==> src/rtl/line_pixel_rasterizer_unit_macros.svh <==
// Assertion macros shared by the line rasterizer RTL.
`ifndef LINE_PIXEL_RASTERIZER_UNIT_MACROS_SVH
`define LINE_PIXEL_RASTERIZER_UNIT_MACROS_SVH

// Same-cycle implication, disabled during reset.
`define LPR_ASSERT_NOW(label, clk, rst_n, ante, cons) \
    label: assert property (@(posedge clk) disable iff (!rst_n) (ante) |-> (cons)) \
        else $error("line rasterizer assertion failed");

// Next-cycle implication, disabled during reset.
`define LPR_ASSERT_NEXT(label, clk, rst_n, ante, cons) \
    label: assert property (@(posedge clk) disable iff (!rst_n) (ante) |=> (cons)) \
        else $error("line rasterizer assertion failed");

`endif

==> src/rtl/lpr_pkg.sv <==
// Package with shared types and constants of the line rasterizer.
`timescale 1ns / 1ps
package lpr_pkg;

    localparam int COORD_W = 6;
    localparam int DIM_W   = 7;
    localparam int ERR_W   = 9;
    localparam int IN_W    = 8;
    localparam int COLOR_W = 32;
    localparam int INDEX_W = 1;

    localparam logic [INDEX_W-1:0] REG_BITMAP_WIDTH  = 1'b0;
    localparam logic [INDEX_W-1:0] REG_BITMAP_HEIGHT = 1'b1;

    localparam logic [DIM_W-1:0] DIM_RESET = 7'd64;

    typedef struct packed {
        logic load;
        logic step;
    } cmd_t;

    typedef struct packed {
        logic line_ok;
        logic out_free;
        logic at_last;
    } status_t;

endpackage

==> src/rtl/line_pixel_rasterizer_unit.sv <==
// Top level of the line rasterizer: controller and datapath.
//
//  channel   direction  handshake               payload
//  in        input      in_valid / in_stall     start_x start_y end_x end_y colour
//  out       output     out_valid / out_stall   pixel_x pixel_y pixel_colour last_pixel
//  cfg       input      cfg_we                  cfg_index cfg_data
//
//  A line of n pixels, at most MAX_DIM, is accepted and then stepped n times.
//  The Bresenham stepper makes one pixel per unstalled cycle into a single output register.
//  A line with an endpoint outside the bitmap is dropped in its accept cycle.
//  A stall on out holds the stepper; in is stalled until the last pixel is stepped.
//  Reset restores both bitmap dimensions to 64 and empties the output register.
`timescale 1ns / 1ps
module line_pixel_rasterizer_unit
#(
    parameter int MAX_DIM = 64
)
(
    input  logic                                clk,
    input  logic                                rst_n,
    input  logic                                cfg_we,
    input  logic [lpr_pkg::INDEX_W-1:0]         cfg_index,
    input  logic [lpr_pkg::DIM_W-1:0]           cfg_data,
    input  logic                                in_valid,
    output logic                                in_stall,
    input  logic signed [lpr_pkg::IN_W-1:0]     start_x,
    input  logic signed [lpr_pkg::IN_W-1:0]     start_y,
    input  logic signed [lpr_pkg::IN_W-1:0]     end_x,
    input  logic signed [lpr_pkg::IN_W-1:0]     end_y,
    input  logic [lpr_pkg::COLOR_W-1:0]         colour,
    output logic                                out_valid,
    input  logic                                out_stall,
    output logic [lpr_pkg::COORD_W-1:0]         pixel_x,
    output logic [lpr_pkg::COORD_W-1:0]         pixel_y,
    output logic [lpr_pkg::COLOR_W-1:0]         pixel_colour,
    output logic                                last_pixel
);

    lpr_pkg::cmd_t    cmd;
    lpr_pkg::status_t status;

    lpr_ctrl u_ctrl
    (
        .clk      (clk),
        .rst_n    (rst_n),
        .in_valid (in_valid),
        .in_stall (in_stall),
        .status   (status),
        .cmd      (cmd)
    );

    lpr_datapath
    #(
        .MAX_DIM (MAX_DIM)
    )
    u_datapath
    (
        .clk          (clk),
        .rst_n        (rst_n),
        .cfg_we       (cfg_we),
        .cfg_index    (cfg_index),
        .cfg_data     (cfg_data),
        .start_x      (start_x),
        .start_y      (start_y),
        .end_x        (end_x),
        .end_y        (end_y),
        .colour       (colour),
        .cmd          (cmd),
        .status       (status),
        .out_valid    (out_valid),
        .out_stall    (out_stall),
        .pixel_x      (pixel_x),
        .pixel_y      (pixel_y),
        .pixel_colour (pixel_colour),
        .last_pixel   (last_pixel)
    );

endmodule

==> src/rtl/lpr_ctrl.sv <==
// Controller state machine of the line rasterizer.
`timescale 1ns / 1ps
`include "line_pixel_rasterizer_unit_macros.svh"
module lpr_ctrl
(
    input  logic            clk,
    input  logic            rst_n,
    input  logic            in_valid,
    output logic            in_stall,
    input  lpr_pkg::status_t status,
    output lpr_pkg::cmd_t    cmd
);

    localparam logic ST_IDLE = 1'b0;
    localparam logic ST_RUN  = 1'b1;

    logic state_reg;
    logic state_next;

    always_comb
    begin
        state_next = state_reg;
        cmd.load   = 1'b0;
        cmd.step   = 1'b0;
        in_stall   = 1'b1;
        case (state_reg)
            ST_IDLE:
            begin
                in_stall = 1'b0;
                if (in_valid && status.line_ok)
                begin
                    cmd.load   = 1'b1;
                    state_next = ST_RUN;
                end
            end
            ST_RUN:
            begin
                if (status.out_free)
                begin
                    cmd.step = 1'b1;
                    if (status.at_last)
                    begin
                        state_next = ST_IDLE;
                    end
                end
            end
            default:
            begin
                state_next = ST_IDLE;
            end
        endcase
    end

    always_ff @(posedge clk or negedge rst_n)
    begin
        if (!rst_n)
        begin
            state_reg <= ST_IDLE;
        end
        else
        begin
            state_reg <= state_next;
        end
    end

    `LPR_ASSERT_NEXT(a_load_runs, clk, rst_n, cmd.load, state_reg == ST_RUN)
    `LPR_ASSERT_NEXT(a_last_idles, clk, rst_n, cmd.step && status.at_last, state_reg == ST_IDLE)

endmodule

==> src/rtl/lpr_datapath.sv <==
// Datapath of the line rasterizer: registers, setup, Bresenham stepper, output stage.
`timescale 1ns / 1ps
`include "line_pixel_rasterizer_unit_macros.svh"
module lpr_datapath
#(
    parameter int MAX_DIM = 64
)
(
    input  logic                                clk,
    input  logic                                rst_n,
    input  logic                                cfg_we,
    input  logic [lpr_pkg::INDEX_W-1:0]         cfg_index,
    input  logic [lpr_pkg::DIM_W-1:0]           cfg_data,
    input  logic signed [lpr_pkg::IN_W-1:0]     start_x,
    input  logic signed [lpr_pkg::IN_W-1:0]     start_y,
    input  logic signed [lpr_pkg::IN_W-1:0]     end_x,
    input  logic signed [lpr_pkg::IN_W-1:0]     end_y,
    input  logic [lpr_pkg::COLOR_W-1:0]         colour,
    input  lpr_pkg::cmd_t                       cmd,
    output lpr_pkg::status_t                    status,
    output logic                                out_valid,
    input  logic                                out_stall,
    output logic [lpr_pkg::COORD_W-1:0]         pixel_x,
    output logic [lpr_pkg::COORD_W-1:0]         pixel_y,
    output logic [lpr_pkg::COLOR_W-1:0]         pixel_colour,
    output logic                                last_pixel
);

    localparam int CW = lpr_pkg::COORD_W;
    localparam int DW = lpr_pkg::DIM_W;
    localparam int EW = lpr_pkg::ERR_W;
    localparam logic [DW-1:0] MAX_DIM_V = DW'(MAX_DIM);

    logic [DW-1:0] width_reg, width_next;
    logic [DW-1:0] height_reg, height_next;
    logic [DW-1:0] eff_w, eff_h;

    logic [CW-1:0] xs, ys, xe, ye, dx, dy;
    logic          x_major, swap;
    logic [CW-1:0] maj_start, maj_end, min_start, min_end, dmaj, dmin;

    logic [CW-1:0] maj_reg, maj_next;
    logic [CW-1:0] maj_end_reg, maj_end_next;
    logic [CW-1:0] min_reg, min_next;
    logic [EW-1:0] e_reg, e_next;
    logic [DW-1:0] dmin2_reg, dmin2_next;
    logic [DW-1:0] dmaj2_reg, dmaj2_next;
    logic          x_major_reg, x_major_next;
    logic          min_up_reg, min_up_next;
    logic [lpr_pkg::COLOR_W-1:0] colour_reg, colour_next;
    logic [EW-1:0] e_sum;

    logic          out_valid_reg, out_valid_next;
    logic [CW-1:0] pixel_x_reg, pixel_x_next;
    logic [CW-1:0] pixel_y_reg, pixel_y_next;
    logic [lpr_pkg::COLOR_W-1:0] pixel_colour_reg, pixel_colour_next;
    logic          last_pixel_reg, last_pixel_next;

    always_comb
    begin
        width_next  = width_reg;
        height_next = height_reg;
        if (cfg_we)
        begin
            case (cfg_index)
                lpr_pkg::REG_BITMAP_WIDTH:  width_next  = cfg_data;
                lpr_pkg::REG_BITMAP_HEIGHT: height_next = cfg_data;
                default: ;
            endcase
        end
    end

    assign eff_w = (width_reg  > MAX_DIM_V) ? MAX_DIM_V : width_reg;
    assign eff_h = (height_reg > MAX_DIM_V) ? MAX_DIM_V : height_reg;

    assign status.line_ok = !start_x[lpr_pkg::IN_W-1] && (start_x[DW-1:0] < eff_w)
                         && !start_y[lpr_pkg::IN_W-1] && (start_y[DW-1:0] < eff_h)
                         && !end_x[lpr_pkg::IN_W-1]   && (end_x[DW-1:0] < eff_w)
                         && !end_y[lpr_pkg::IN_W-1]   && (end_y[DW-1:0] < eff_h);

    assign xs = start_x[CW-1:0];
    assign ys = start_y[CW-1:0];
    assign xe = end_x[CW-1:0];
    assign ye = end_y[CW-1:0];

    assign dx      = (xe > xs) ? (xe - xs) : (xs - xe);
    assign dy      = (ye > ys) ? (ye - ys) : (ys - ye);
    assign x_major = dx > dy;
    assign swap    = x_major ? (xe < xs) : (ye < ys);

    always_comb
    begin
        if (x_major)
        begin
            maj_start = swap ? xe : xs;
            maj_end   = swap ? xs : xe;
            min_start = swap ? ye : ys;
            min_end   = swap ? ys : ye;
            dmaj      = dx;
            dmin      = dy;
        end
        else
        begin
            maj_start = swap ? ye : ys;
            maj_end   = swap ? ys : ye;
            min_start = swap ? xe : xs;
            min_end   = swap ? xs : xe;
            dmaj      = dy;
            dmin      = dx;
        end
    end

    assign e_sum           = e_reg + EW'(dmin2_reg);
    assign status.at_last  = maj_reg == maj_end_reg;
    assign status.out_free = !out_valid_reg || !out_stall;

    always_comb
    begin
        maj_next     = maj_reg;
        maj_end_next = maj_end_reg;
        min_next     = min_reg;
        e_next       = e_reg;
        dmin2_next   = dmin2_reg;
        dmaj2_next   = dmaj2_reg;
        x_major_next = x_major_reg;
        min_up_next  = min_up_reg;
        colour_next  = colour_reg;
        if (cmd.load)
        begin
            maj_next     = maj_start;
            maj_end_next = maj_end;
            min_next     = min_start;
            e_next       = EW'(dmin);
            dmin2_next   = {dmin, 1'b0};
            dmaj2_next   = {dmaj, 1'b0};
            x_major_next = x_major;
            min_up_next  = min_start < min_end;
            colour_next  = colour;
        end
        else if (cmd.step)
        begin
            maj_next = maj_reg + CW'(1);
            if (e_sum >= EW'(dmaj2_reg))
            begin
                e_next   = e_sum - EW'(dmaj2_reg);
                min_next = min_up_reg ? (min_reg + CW'(1)) : (min_reg - CW'(1));
            end
            else
            begin
                e_next = e_sum;
            end
        end
    end

    always_comb
    begin
        pixel_x_next      = pixel_x_reg;
        pixel_y_next      = pixel_y_reg;
        pixel_colour_next = pixel_colour_reg;
        last_pixel_next   = last_pixel_reg;
        out_valid_next    = out_valid_reg && out_stall;
        if (cmd.step)
        begin
            out_valid_next    = 1'b1;
            pixel_x_next      = x_major_reg ? maj_reg : min_reg;
            pixel_y_next      = x_major_reg ? min_reg : maj_reg;
            pixel_colour_next = colour_reg;
            last_pixel_next   = status.at_last;
        end
    end

    always_ff @(posedge clk or negedge rst_n)
    begin
        if (!rst_n)
        begin
            width_reg     <= lpr_pkg::DIM_RESET;
            height_reg    <= lpr_pkg::DIM_RESET;
            out_valid_reg <= 1'b0;
        end
        else
        begin
            width_reg     <= width_next;
            height_reg    <= height_next;
            out_valid_reg <= out_valid_next;
        end
    end

    always_ff @(posedge clk)
    begin
        maj_reg          <= maj_next;
        maj_end_reg      <= maj_end_next;
        min_reg          <= min_next;
        e_reg            <= e_next;
        dmin2_reg        <= dmin2_next;
        dmaj2_reg        <= dmaj2_next;
        x_major_reg      <= x_major_next;
        min_up_reg       <= min_up_next;
        colour_reg       <= colour_next;
        pixel_x_reg      <= pixel_x_next;
        pixel_y_reg      <= pixel_y_next;
        pixel_colour_reg <= pixel_colour_next;
        last_pixel_reg   <= last_pixel_next;
    end

    assign out_valid    = out_valid_reg;
    assign pixel_x      = pixel_x_reg;
    assign pixel_y      = pixel_y_reg;
    assign pixel_colour = pixel_colour_reg;
    assign last_pixel   = last_pixel_reg;

    `LPR_ASSERT_NOW(a_step_in_span, clk, rst_n, cmd.step, maj_reg <= maj_end_reg)
    `LPR_ASSERT_NOW(a_err_bounded, clk, rst_n, cmd.step, e_reg <= EW'(dmaj2_reg))

endmodule

==> config.mk <==
export PLATFORM = sky130hd
export DESIGN_NAME = line_pixel_rasterizer_unit
export DESIGN_NICKNAME = d
export VERILOG_FILES = /design/src/rtl/lpr_pkg.sv /design/src/rtl/line_pixel_rasterizer_unit.sv /design/src/rtl/lpr_ctrl.sv /design/src/rtl/lpr_datapath.sv
export VERILOG_INCLUDE_DIRS = /design/src /design/src/rtl
export SDC_FILE = /design/constraint.sdc
export NUM_CORES = 1
export LEC_CHECK = 0
export ABC_AREA = 1
export BUFFER_PORTS_ARGS = -buffer_cell sky130_fd_sc_hd__clkbuf_2
export CAP_MARGIN = 40
export CORE_MARGIN = 5
export CORE_UTILIZATION = 62
export DETAILED_ROUTE_END_ITERATION = 10
export PLACE_DENSITY = 0.95
export SLEW_MARGIN = 20
export SYNTH_ARGS = -nofsm -noshare
export SYNTH_HDL_FRONTEND = slang
export SYNTH_HIERARCHICAL = 1
export SYNTH_SLANG_ARGS = --single-unit
==> constraint.sdc <==
create_clock -name clk -period 13.2 [get_ports clk]
set_clock_uncertainty 0.1 [all_clocks]
set_input_delay 0.66 -clock clk [delete_from_list [all_inputs] [get_ports clk]]
set_output_delay 0.66 -clock clk [all_outputs]
set_load 0.02 [all_outputs]
==> metrics.md, run 1 <==
| Metric | Value |
|---|---|
| Resized Gates After CTS | `0` |
| P per Cell Area | `166 mW/mm²` |
| Hold Path Class | `input pin to asynchronous set/reset pin` |
| Crit Reg-Reg Endpoint | `u_datapath/maj_reg[3]` |
| Buffers and inverters on the worst path | `5` |
| Most frequent cell after synthesis | `nand2_1` |
| Synth top cells by count | `209 x nand2_1, 115 x edfxtp_1, 100 x inv_1, 74 x ha_1, 46 x o21ai_0` |
| CP most frequent cell | `nand2_1` |
| Worst-path maximum fanout | `54` |
| Fillers | `872` |
| Max layer used | `met4` |
| Met2 routed WL | `11100 µm` |
| Cell taking the most area after synthesis | `edfxtp_1` |
| YS warnings | `6` |
| Setup-failing EPs final | `0` |
| Crit-path max cell delay | `0.47 ns` |
| Setup TNS | `0 ns` |
| Async S/R FF share, synth | `11.9%` |
| WL/cell | `19.7 µm` |
| Drt total wl | `23100 µm` |
| Slowest cell on crit path | `inv_1` |
| CTS tree | `yes` |
| Cell family with most CP delay | `simple AND/OR/NAND/NOR gates` |
| Max Cap Viol | `0` |
| First-pass GRT wire length | `35400 µm` |
| CP Class | `input pin to flop` |
| Fraction of layout cells with a size suffix above 1 | `20.9%` |
| GRT overflow | `0` |
| Placed cell area | `0.00896 mm²` |
| Hold buffer count at CTS | `0` |
| Worst vdd ir | `0.0889 mV` |
| Final hold vios | `0` |
| Initial antenna violation count | `0` |
| Number of port buffers | `123` |
| Antenna cells | `0` |
| Unique masters post-synth | `50` |
| Count of antenna-violating nets left after detailed routing | `0` |
| Fin nets | `1145` |
| Post-Syn Area per Cell | `9.51 µm²` |
| CP Data Required Time | `13.26 ns` |
| Root buffer cell | `clkbuf_16` |
| Syn Std Cell Area | `0.00825 mm²` |
| Vias/cell | `5.98` |
| Synth Register Bits | `134` |
| Register area share after synthesis | `47.5%` |
| Multi-input gate area | `0.00381 mm²` |
| Fmax | `0.206 GHz` |
| TritonCTS Sinks | `134` |
| Routed metal-1 wirelength | `8180 µm` |
| Slew HR | `44.9%` |
| CP cell instances | `clkbuf_2 -> inv_1 -> ha_1 -> fa_1 -> nor2_4 -> nor2_4 -> o21bai_4 -> nand2_2 -> inv_2 -> nand2_1 -> nand2_1 -> inv_1 -> ha_1 -> nand2_1 -> nor2_4 -> nand3_2 -> nand2_4 -> inv_1 -> mux2i_4 -> ha_1 -> nand2_1 -> o21ai_0 -> a21oi_2` |
| Initial Util | `62.8%` |
| Prevailing post-synth register cell | `edfxtp_1` |
| Core area | `0.0131 mm²` |
| Die Footprint | `0.0157 mm²` |
| Unrepaired setup endpoints after global routing | `no` |
| Critical path endpoint category | `flop` |
| FP Rows | `42` |
| Post-CTS Setup Bufs | `0` |
| Die width | `125 µm` |
| Reg area | `0.00392 mm²` |
| Leakage | `4.38 nW` |
| Top cells by area, synth | `edfxtp_1 42%, ha_1 11%, nand2_1 9.5%` |
| CP arrival | `4.91 ns` |
| Area Growth Syn to Fin | `15.1%` |
| Total number of vias | `7019` |
| Iter 0 DRT Violations | `900` |
| TritonCTS buffer count | `17` |
| Startpoint Class | `input pin` |
| DRC | `0` |
| Design area | `0.00950 mm²` |
| R2R cell count | `16` |
| Synthesized Nets | `1026` |
| Clk_lat worst skew | `0.42 ns` |
| Synth top area share | `41.8%` |
| Pre-antenna DRT Iters | `7` |
| # IOs | `124` |
| EDFF count, synth | `115` |
| Minimum clock period | `4.85 ns` |
| Total GRT Usage | `29.0%` |
| Actual slew at the worst max-slew pin | `0.826 ns` |
| Largest net degree at the start of global routing | `55` |
| H-Tree Depth | `4` |
| Clk buf depth | `2` |
| Metal3 WL | `2190 µm` |
| Status | `complete, no violations` |
| Final Max Tran Viols | `0` |
| Worst-path clk slew | `0.06 ns` |
| Placer Congestion | `0.980` |
| Die Height | `125 µm` |
| Vias in the first global route | `6989` |
| Final worst path period share | `36.7%` |
| DP HPWL | `16200 µm` |
| Syn Inst Count | `868` |
| R2R Setup Slk | `8.73 ns` |
| Worst r2r src | `u_datapath/width_reg[0]` |
[where the power goes]
| group | switching (mW) | internal [mW] |
|---|---|---|
| combinational | 0.423 | 0.197 |
| clock | 0.177 | 0.255 |
| sequential | 0.0173 | 0.507 |
| total | 0.618 | 0.960 |
[placed cells by master, fill, tap and decap left out, types with 3 or more instances in the layout]
master,n
nand3_2,3
clkbuf_2,123
clkinv_4,3
dfrtp_1,14
o21ai_1,26
a21o_1,6
nor3_1,3
nand3_1,44
nor2_4,3
nand2_2,8
nand2_1,209
nand4_1,4
a21oi_2,3
nor2_1,44
fa_1,7
xnor2_1,5
dfxtp_1,3
xor2_1,27
clkinv_2,4
clkinvlp_4,3
edfxtp_1,115
inv_1,98
o21ai_0,46
clkbuf_16,17
a21oi_1,41
nor4_1,4
ha_1,74
or2_2,3
o21ai_2,20
[cells by family after synthesis]
| logic type | synth area share (%) |
|---|---|
| flops | 47.5 |
| fa+ha+maj | 12.9 |
| mux | 0.273 |
| xor+xnor | 3.40 |
| buf+inv | 6.41 |
| compound gates | 11.3 |
| simple gates | 18.3 |
[layer usage]
layer  GRT usage, %  up-vias
li1               -     3163
met1           32.6     3157
met2           49.3      560
met3           6.61      139
met4           19.4        0
met5              0        -
[area by class of cell]
type	instances	share of cell area (%)
flip-flops and latches	134	41.2
multi-input cells	607	40.1
repair buffers	126	6.69
clock buffers	17	4.48
inverters	101	3.99
well taps	176	2.32
clock inverters	13	1.17
[per-stage QoR]
stage / hold WS (ns) / worst slack (ns) / util, % / total power [mW] / instances
after floorplan: 0.264 / 8.88 / - / 0.987 / 868
after global placement: 0.301 / 8.16 / 68.2 / 1.08 / 1143
after detailed placement: 0.305 / 8.00 / 68.2 / 1.11 / 1144
after CTS: 0.0643 / 8.40 / 72.3 / 1.56 / 1174
after global routing: 0.0887 / 8.07 / 72.3 / 1.65 / 1174
final: 0.0583 / 8.35 / 72.3 / 1.58 / 1174
[how the worst max path moves through the flow]
stage / from / endpoint / cells after the start
after floorplan: end_y[0] / u_datapath/min_up_reg / 29
after global placement: end_y[0] / u_datapath/min_up_reg / 23
after detailed placement: end_y[0] / u_datapath/min_up_reg / 23
after CTS: end_y[0] / u_datapath/min_up_reg / 23
after global routing: end_y[0] / u_datapath/min_up_reg / 23
final: end_y[0] / u_datapath/min_up_reg / 23
No activity file was read; power rests on OpenSTA's default activity.
==> run 2: changes to the inputs <==
--- a/config.mk
+++ b/config.mk
@@ -10,9 +10,9 @@
 export BUFFER_PORTS_ARGS = -buffer_cell sky130_fd_sc_hd__clkbuf_2
 export CAP_MARGIN = 40
 export CORE_MARGIN = 5
-export CORE_UTILIZATION = 62
+export CORE_UTILIZATION = 52
 export DETAILED_ROUTE_END_ITERATION = 10
-export PLACE_DENSITY = 0.95
+export PLACE_DENSITY = 0.87
 export SLEW_MARGIN = 20
 export SYNTH_ARGS = -nofsm -noshare
 export SYNTH_HDL_FRONTEND = slang
==> constraint.sdc (replaced) <==
create_clock -name clk -period 4.1 [get_ports clk]
set_clock_uncertainty 0.1 [all_clocks]
set_input_delay 0.205 -clock clk [delete_from_list [all_inputs] [get_ports clk]]
set_output_delay 0.205 -clock clk [all_outputs]
set_load 0.02 [all_outputs]
==> metrics.md, run 2 (synthesis results as in run 1) <==
| Metric | Value |
|---|---|
| Setup-failing EPs final | `0` |
| Startpoint Class | `flop` |
| Resized Gates After CTS | `0` |
| Clk buf depth | `2` |
| Status | `complete, no violations` |
| Post-CTS Setup Bufs | `0` |
| Placed cell area | `0.00930 mm²` |
| Worst-path maximum fanout | `49` |
| R2R cell count | `18` |
| Iter 0 DRT Violations | `645` |
| Worst r2r src | `u_datapath/width_reg[0]` |
| Die Height | `136 µm` |
| Total power | `5.29 mW` |
| Commonest cells after routing, fill and taps aside | `209 x nand2_1, 123 x clkbuf_2, 115 x edfxtp_1` |
| Minimum clock period | `3.76 ns` |
| Largest net degree at the start of global routing | `50` |
| Total number of vias | `6901` |
| R2R Setup Slk | `0.34 ns` |
| Core area | `0.0157 mm²` |
| Crit Reg-Reg Endpoint | `u_datapath/e_reg[6]` |
| Initial antenna violation count | `0` |
| DP HPWL | `15500 µm` |
| CTS tree | `yes` |
| Design area | `0.0103 mm²` |
| Actual slew at the worst max-slew pin | `0.658 ns` |
| Commonest non-fill, non-tap cell in the layout | `nand2_1` |
| Hold buffer count at CTS | `42` |
| Critical path endpoint category | `flop` |
| Die width | `136 µm` |
| Slew HR | `56.2%` |
| Number of port buffers | `123` |
| GRT overflow | `0` |
| CP arrival | `3.96 ns` |
| CP Data Required Time | `4.30 ns` |
| Max Cap Viol | `0` |
| Vias in the first global route | `6834` |
| P per Cell Area | `516 mW/mm²` |
| Fraction of layout cells with a size suffix above 1 | `22.4%` |
| Total GRT Usage | `23.7%` |
| FP Rows | `46` |
| Final worst path period share | `91.8%` |
| Root buffer cell | `clkbuf_16` |
| First-pass GRT wire length | `34000 µm` |
| # IOs | `124` |
| H-Tree Depth | `4` |
| CP Class | `flop to flop` |
| Placer Congestion | `1.04` |
| WL/cell | `16.5 µm` |
| Drt total wl | `21400 µm` |
| Fin util | `65.3%` |
| Leakage | `4.73 nW` |
| Worst vdd ir | `0.313 mV` |
| DRC | `0` |
| Fin nets | `1221` |
| Worst-path clk slew | `0.06 ns` |
| Initial Util | `52.5%` |
| Pre-antenna DRT Iters | `6` |
| Fmax | `0.266 GHz` |
| Pre-CTS WS | `0.0158 ns` |
| Clk_lat worst skew | `0.42 ns` |
| Die Footprint | `0.0185 mm²` |
| Setup TNS | `0 ns` |
| Vias/cell | `5.34` |
| Area Growth Syn to Fin | `24.3%` |
| TritonCTS Sinks | `134` |
| Antenna cells | `0` |
| Unrepaired setup endpoints after global routing | `no` |
| Setup WS post-layout | `0.338 ns` |
| Final hold vios | `0` |
| Final Max Tran Viols | `0` |
| Count of antenna-violating nets left after detailed routing | `0` |
| TritonCTS buffer count | `17` |
| Hold Path Class | `input pin to asynchronous set/reset pin` |
run 2: cell count changes in the layout (fill, tap and decap cells not counted), sizes merged:
cell	delta
clkinv	-2
clkbuf	+3
dlygate4sd3	+42
buf	+34
inv	+1
run 2: metal layers:
layer / track usage [%] / wire [µm] / part of all wire, %
met3: 5.07 / 1810 / 8.5
met5: 0 / 0 / 0
met1: 30.3 / 8570 / 40
met4: 7.05 / 522 / 2.4
met2: 40.5 / 10500 / 49
run 2: per-stage QoR:
stage / instances / hold slack, ns
6_report: 1292 / 0.172
5_1_grt: 1292 / 0.203
4_1_cts: 1292 / 0.164
3_5_place_dp: 1218 / 0.0538
3_3_place_gp: 1218 / 0.0491
2_1_floorplan: 868 / -0.191
run 2: cell type report:
type                            instances  area, µm²
Timing Repair Buffer                  202       1340
Clock buffer                           20        437
Inverter                              101        383
Fill cell                            1132       5460
Sequential cell                       134       3920
Clock inverter                         12        105
Multi-Input combinational cell        607       3810
Tap cell                              216        270
run 2: worst max path at each step:
stage,startpoint,to,slack [ns],cells after the start
final,u_datapath/width_reg[0],u_datapath/e_reg[6],0.34,18
after global routing,end_y[0],u_datapath/min_up_reg,0.07,27
after CTS,u_datapath/height_reg[6],u_datapath/e_reg[6],0.40,16
after detailed placement,end_y[0],u_datapath/min_up_reg,0.02,24
after global placement,start_y[1],u_datapath/min_up_reg,0.13,24
after floorplan,end_y[0],u_datapath/min_up_reg,0.23,29
run 2: critical path, stage by stage, from the launching register on:
cell and delay, ns:
dfrtp_1 0.44, nor2_1 0.13, nand3_1 0.07, nand2_1 0.15, nand2_1 0.12, ha_1 0.31
a21oi_1 0.14, o22ai_1 0.09, nor3_1 0.19, nand3_1 0.09, nor4_1 0.32, buf_4 0.19
nand3_2 0.12, clkinvlp_4 0.20, buf_12 0.27, buf_4 0.39, nor2_1 0.15, nand2_1 0.09
o21ai_1 0.07
run 2: where the power goes:
part | switching [mW] | total, mW | internal, mW | leakage (nW)
combinational | 1.38 | 2.21 | 0.829 | 3.21
sequential | 0.0494 | 1.68 | 1.63 | 1.26
clock | 0.563 | 1.39 | 0.831 | 0.257
